**src/expiring_keyed_cache_round_robin_unit_macros.svh**
```systemverilog
`ifndef EXPIRING_KEYED_CACHE_ROUND_ROBIN_UNIT_MACROS_SVH
`define EXPIRING_KEYED_CACHE_ROUND_ROBIN_UNIT_MACROS_SVH

// Same-cycle implication, checked outside reset.
`define EKC_ASSERT_NOW(lbl, ante, cons) \
  lbl: assert property (@(posedge clk_i) disable iff (!rst_ni) (ante) |-> (cons)) \
    else $error("ekc: same-cycle check failed");

// Next-cycle implication, checked outside reset.
`define EKC_ASSERT_NEXT(lbl, ante, cons) \
  lbl: assert property (@(posedge clk_i) disable iff (!rst_ni) (ante) |=> (cons)) \
    else $error("ekc: next-cycle check failed");

`endif

```
**src/ekc_pkg.sv**
```systemverilog
package ekc_pkg;

  localparam int unsigned TABLE_ENTRIES = 64;
  localparam int unsigned IDX_W         = $clog2(TABLE_ENTRIES);
  localparam int unsigned CNT_W         = $clog2(TABLE_ENTRIES + 1);
  localparam int unsigned KEY_W         = 32;
  localparam int unsigned ENTRY_W       = 4 * KEY_W;
  localparam int unsigned SLOT_OUT_W    = 6;
  localparam int unsigned LIFE_W        = 16;

  localparam logic [LIFE_W-1:0] LIFETIME_RESET = 16'd20;

  localparam logic [1:0] ST_HIT    = 2'd0;
  localparam logic [1:0] ST_FILLED = 2'd1;
  localparam logic [1:0] ST_FAILED = 2'd2;

  typedef struct packed {
    logic load;
    logic scan;
    logic commit;
  } ekc_cmd_t;

  typedef struct packed {
    logic scan_done;
  } ekc_sts_t;

endpackage

```
**src/ekc_ctrl.sv**
```systemverilog
module ekc_ctrl (
  input  logic              clk_i,
  input  logic              rst_ni,
  input  logic              in_valid_i,
  output logic              in_stall_o,
  output logic              out_valid_o,
  input  logic              out_stall_i,
  input  ekc_pkg::ekc_sts_t sts_i,
  output ekc_pkg::ekc_cmd_t cmd_o
);

  localparam logic [1:0] S_IDLE   = 2'd0;
  localparam logic [1:0] S_SCAN   = 2'd1;
  localparam logic [1:0] S_COMMIT = 2'd2;

  logic [1:0] state_q, state_d;
  logic       out_valid_q, out_valid_d;
  logic       out_free;

  assign out_free    = !out_valid_q || !out_stall_i;
  assign in_stall_o  = (state_q != S_IDLE);
  assign out_valid_o = out_valid_q;

  always_comb begin
    state_d      = state_q;
    cmd_o        = '0;
    out_valid_d  = out_valid_q && out_stall_i;
    case (state_q)
      S_IDLE: begin
        if (in_valid_i) begin
          cmd_o.load = 1'b1;
          state_d    = S_SCAN;
        end
      end
      S_SCAN: begin
        cmd_o.scan = 1'b1;
        if (sts_i.scan_done) begin
          state_d = S_COMMIT;
        end
      end
      S_COMMIT: begin
        if (out_free) begin
          cmd_o.commit = 1'b1;
          out_valid_d  = 1'b1;
          state_d      = S_IDLE;
        end
      end
      default: begin
        state_d = S_IDLE;
      end
    endcase
  end

  always_ff @(posedge clk_i or negedge rst_ni) begin
    if (!rst_ni) begin
      state_q     <= S_IDLE;
      out_valid_q <= 1'b0;
    end else begin
      state_q     <= state_d;
      out_valid_q <= out_valid_d;
    end
  end

endmodule

```
**config.mk**
```make
export PLATFORM = sky130hd
export DESIGN_NAME = ekc_ctrl
export DESIGN_NICKNAME = d
export VERILOG_FILES = /design/src/expiring_keyed_cache_round_robin_unit_macros.svh /design/src/ekc_pkg.sv /design/src/ekc_ctrl.sv
export SDC_FILE = /design/constraint.sdc
export NUM_CORES = 1
export LEC_CHECK = 0
export BUFFER_PORTS_ARGS = -buffer_cell sky130_fd_sc_hd__buf_2
export CAP_MARGIN = 15
export CORE_AREA = 2 2 39 41
export CTS_CLUSTER_DIAMETER = 80
export DETAILED_ROUTE_END_ITERATION = 6
export DIE_AREA = 0 0 41 43
export GPL_TIMING_DRIVEN = 0
export RECOVER_POWER = 25
export SLEW_MARGIN = 25
export SYNTH_ARGS = -nofsm -noshare
export SYNTH_HDL_FRONTEND = slang
export SYNTH_SLANG_ARGS = --single-unit
```
**constraint.sdc**
```tcl
create_clock -name clk_i -period 2.58 [get_ports clk_i]
set_input_delay 0.516 -clock clk_i [delete_from_list [all_inputs] [get_ports clk_i]]
set_output_delay 0.516 -clock clk_i [all_outputs]
set_load 0.05 [all_outputs]
```
### After elaboration in Yosys (flattened, before gate mapping)

Cells that the tools add are included.

* bits in latches: 0
* bits of input ports: 5
* bits in registers: 3
* ROM bits: 0
* memories kept: 0
* word-level logic and storage cells: 25
* bits in writable memories: 0

* shifts and indexed selects: 0
* reduce and logical (&&, ||, !) cells: 7
* $lt $le $gt $ge: 0
* div/mod/pow operators: 0
* multipliers: 0
* mux-type cells: 11
* bitwise operators: 0
* eq/ne operators: 5
* add/sub/neg operators: 0

Operator list (number)
* $mux W1: 7
* $mux W2: 3
* $ne A2 B2 Y1 const B: 3
* $pmux W2 S3: 1
* $reduce_and A3 Y1: 1
* $eq A2 B1 Y1 const B: 1
* $eq A2 B2 Y1 const B: 1
* $logic_not A1 Y1: 2
* $logic_not A2 Y1: 1
* $reduce_bool A2 Y1: 1
* $logic_and A1 B1 Y1: 1
* $logic_or A1 B1 Y1: 1

### Longest topological paths before layout

* depth in word-level cells: 4
* mapped depth: 2
* gate-level depth less buffers: 2

### Worst setup path after synthesis

Ideal clock, no wire load.

* path kind: register to output
* from: register out_valid_q (netlist: out_valid_o)
* to: output cmd_o[0] (netlist name)
* cell stages (with the launch flop): 2
* required time: 2.064 ns
* slack: 0.642 ns
* path buffers: 0
* arrival: 1.422 ns
* path through: dfrtp_1 -> a21oi_1

RTL lines
* start, declared: line ekc_ctrl.sv:17 `logic out_valid_q, out_valid_d;`
* start signal, assigned: line ekc_ctrl.sv:60 `out_valid_q <= out_valid_d;`
* end, declared: line ekc_ctrl.sv:9 `output ekc_pkg::ekc_cmd_t cmd_o`

==> reports/results.ini <==
[outcome]
status = complete, no violations

[power_and_ir_drop]
seqPwrFrac_pct = 22.7
max-vdd-ir-drop_v = 0.000259
p_leak_uw = 0.000129
p_sw_uw = 163
clockPowerShare_pct = 23.9
power_density_mw_per_mm2 = 1370
switching_share_pct = 48.4
power_frac_comb_pct = 53.4
p_int_uw = 174

[timing]
post-route-min-period_ns = 1.74
tightest_slew_ns = 0.248
relSlewSlack_pct = 83.6
slew_violations = 0
fin_crit_sh_pct = 67.3
rsz0062_at_grt = no
finClkSkew_ns = 0.00337
fmax_mhz = 576
hold_viol_final = 0
finalSetupViolations = 0
fin_hold_ws_ns = 0.0800
setup-tns-final_ns = 0

[global_route]
grt_max_degree = 6
grt_usage_pct = 5.74
grt_pass1_wl_um = 538
antenna_found_initial = 0
grt-ovfl-total = 0
grt_pass1_vias = 148

[clock_tree]
clock_path_buffers = 2
root_buffer = clkbuf_4
clock-sinks = 3
cts_tree = yes
clock_latency_ns = 0.23
postCtsSetupRepairBufs = 0
cts_hold_buf = 0
cts_resized = 0
htree_num_levels = 1
numCtsBuffers = 3
clk_pin_slew_ns = 0.04

[logic_synthesis]
ys_ff_latch = 3
synth.area.top_cells = dfrtp_1 (48%), nand2b_1 (12%), a21oi_1 (6.5%)
avgSynthCellArea_um2 = 9.70
synth_area_leader_cell = dfrtp_1
ys_warn_count = 0
yosysSeqAreaShare_pct = 48.4
netlist_area_um2 = 155
synth.distinct_cells = 10
synth_nets = 21
synth_top_area_share_pct = 48.4
synthCells = 16

[placed_design]
dpl-instance-area_um2 = 220
port_buffers = 9
gp_congestion = 0.623

[drt]
vias = 152
wl_um = 328
drt_iter0_markers = 0
wire_per_inst_um = 7.29
via_per_inst = 3.38
ant_nets = 0
dr.pass1.iters = 1
drcViolationCount = 0

[worst_setup_path]
critPathMaxFanout = 4
startpoint_type = register
cp.required_ns = 2.06
worstSetupPathType = register to output pin
cp.arrival_ns = 1.22
setup.worst_path.end_class = output pin

[finish]
fillCellCount = 165
n_antenna_cell = 0
area_growth_pct = 58.1
regArea_um2 = 75.1
drive_gt1_share_pct = 51.7
finalNetCount = 35
multi_input_area_um2 = 68.8
final_area_um2 = 245

[die]
core-area_mm2 = 0.00138
die_w_um = 41
num_rows = 14
die_h_um = 43
initial_utilization_pct = 11.2
fp.dieArea_mm2 = 0.00176
pin_count = 10

[flow_run]
drv_cap = 0

[min_path]
hp-class = input pin to asynchronous set/reset pin

## registers in the layout, summed over array words and instances, names as in the netlist
| register | count |
|---|---|
| out_valid_o | 1 |
| state_q | 2 |
## metal layers
metal  GRT usage [%]  wire (µm)  vias up
met5               0          0        -
li1                -          -       78
met3            6.28         26        0
met1            4.22        141       69
met2            6.25        160        5
met4            8.00          0        0
## worst max-delay path, cell delays in order (launching register included)
cell and delay [ns]:
dfrtp_1 0.40, or2_4 0.27, nor2_2 0.07, buf_2 0.25
## final timing paths
path,to,startpoint,cells past startpoint,slack [ns]
worst max-delay path,cmd_o[2],state_q[1]$_DFFE_PN0P_,3,0.84
worst min-delay path,state_q[0]$_DFFE_PN0P_,rst_ni,1,0.08
worst max register to register,state_q[1]$_DFFE_PN0P_,state_q[0]$_DFFE_PN0P_,2,1.78
worst min register to register,state_q[0]$_DFFE_PN0P_,state_q[1]$_DFFE_PN0P_,1,0.50
max in group asynchronous,out_valid_o$_DFF_PN0_,rst_ni,1,2.35
min in group clk_i,state_q[0]$_DFFE_PN0P_,state_q[1]$_DFFE_PN0P_,1,0.50
## power groups by stage
stage	clock network (µW)	logic [µW]	registers (µW)
floorplan	0	129	94.9
global placement	0	181	76.1
detailed placement	0	182	76.9
CTS	85.7	182	76.7
global route	91.4	190	80.4
finish	80.5	180	76.3
## cells by family (layout without fill, tap and decap cells)
group / Yosys count / count (layout) / share of synthesized area (%)
buffers and inverters: 2 / 15 / 7.26
DFF: 3 / 3 / 48.4
and+or+nand+nor: 8 / 8 / 32.3
AOI/OAI and AO/OA: 3 / 3 / 12.1
## layout by cell type (no fill, tap or decap), drive strengths merged
master / Yosys / final
a21oi: 2 / 2
buf: 1 / 9
clkbuf: 0 / 5
dfrtp: 3 / 3
inv: 1 / 1
nand2: 2 / 2
nand2b: 3 / 3
nor2: 1 / 1
nor2b: 1 / 1
o2bb2ai: 1 / 1
or2: 1 / 1
## cell usage after synthesis
master,n
nand2_1,2
nor2_2,1
a21oi_1,2
nor2b_2,1
or2_4,1
nand2b_1,3
buf_4,1
o2bb2ai_1,1
dfrtp_1,3
inv_1,1
## per-stage QoR
step | std cells | setup slack (ns) | util, % | power [µW]
finish | 45 | 0.844 | 17.7 | 337
global route | 45 | 0.764 | 17.7 | 362
CTS | 45 | 0.829 | 17.8 | 345
detailed placement | 41 | 1.07 | 15.9 | 259
global placement | 41 | 1.07 | 15.9 | 258
floorplan | 16 | 0.642 | - | 224
## final cells by class
cell class	instances	area share, %
flip-flops and latches	3	30.6
multi-input cells	11	28.1
repair buffers	9	17.9
clock buffers	4	10.7
well taps	16	8.16
plain buffers	1	3.06
inverters	1	1.53
No activity file was read; power rests on OpenSTA's default activity.
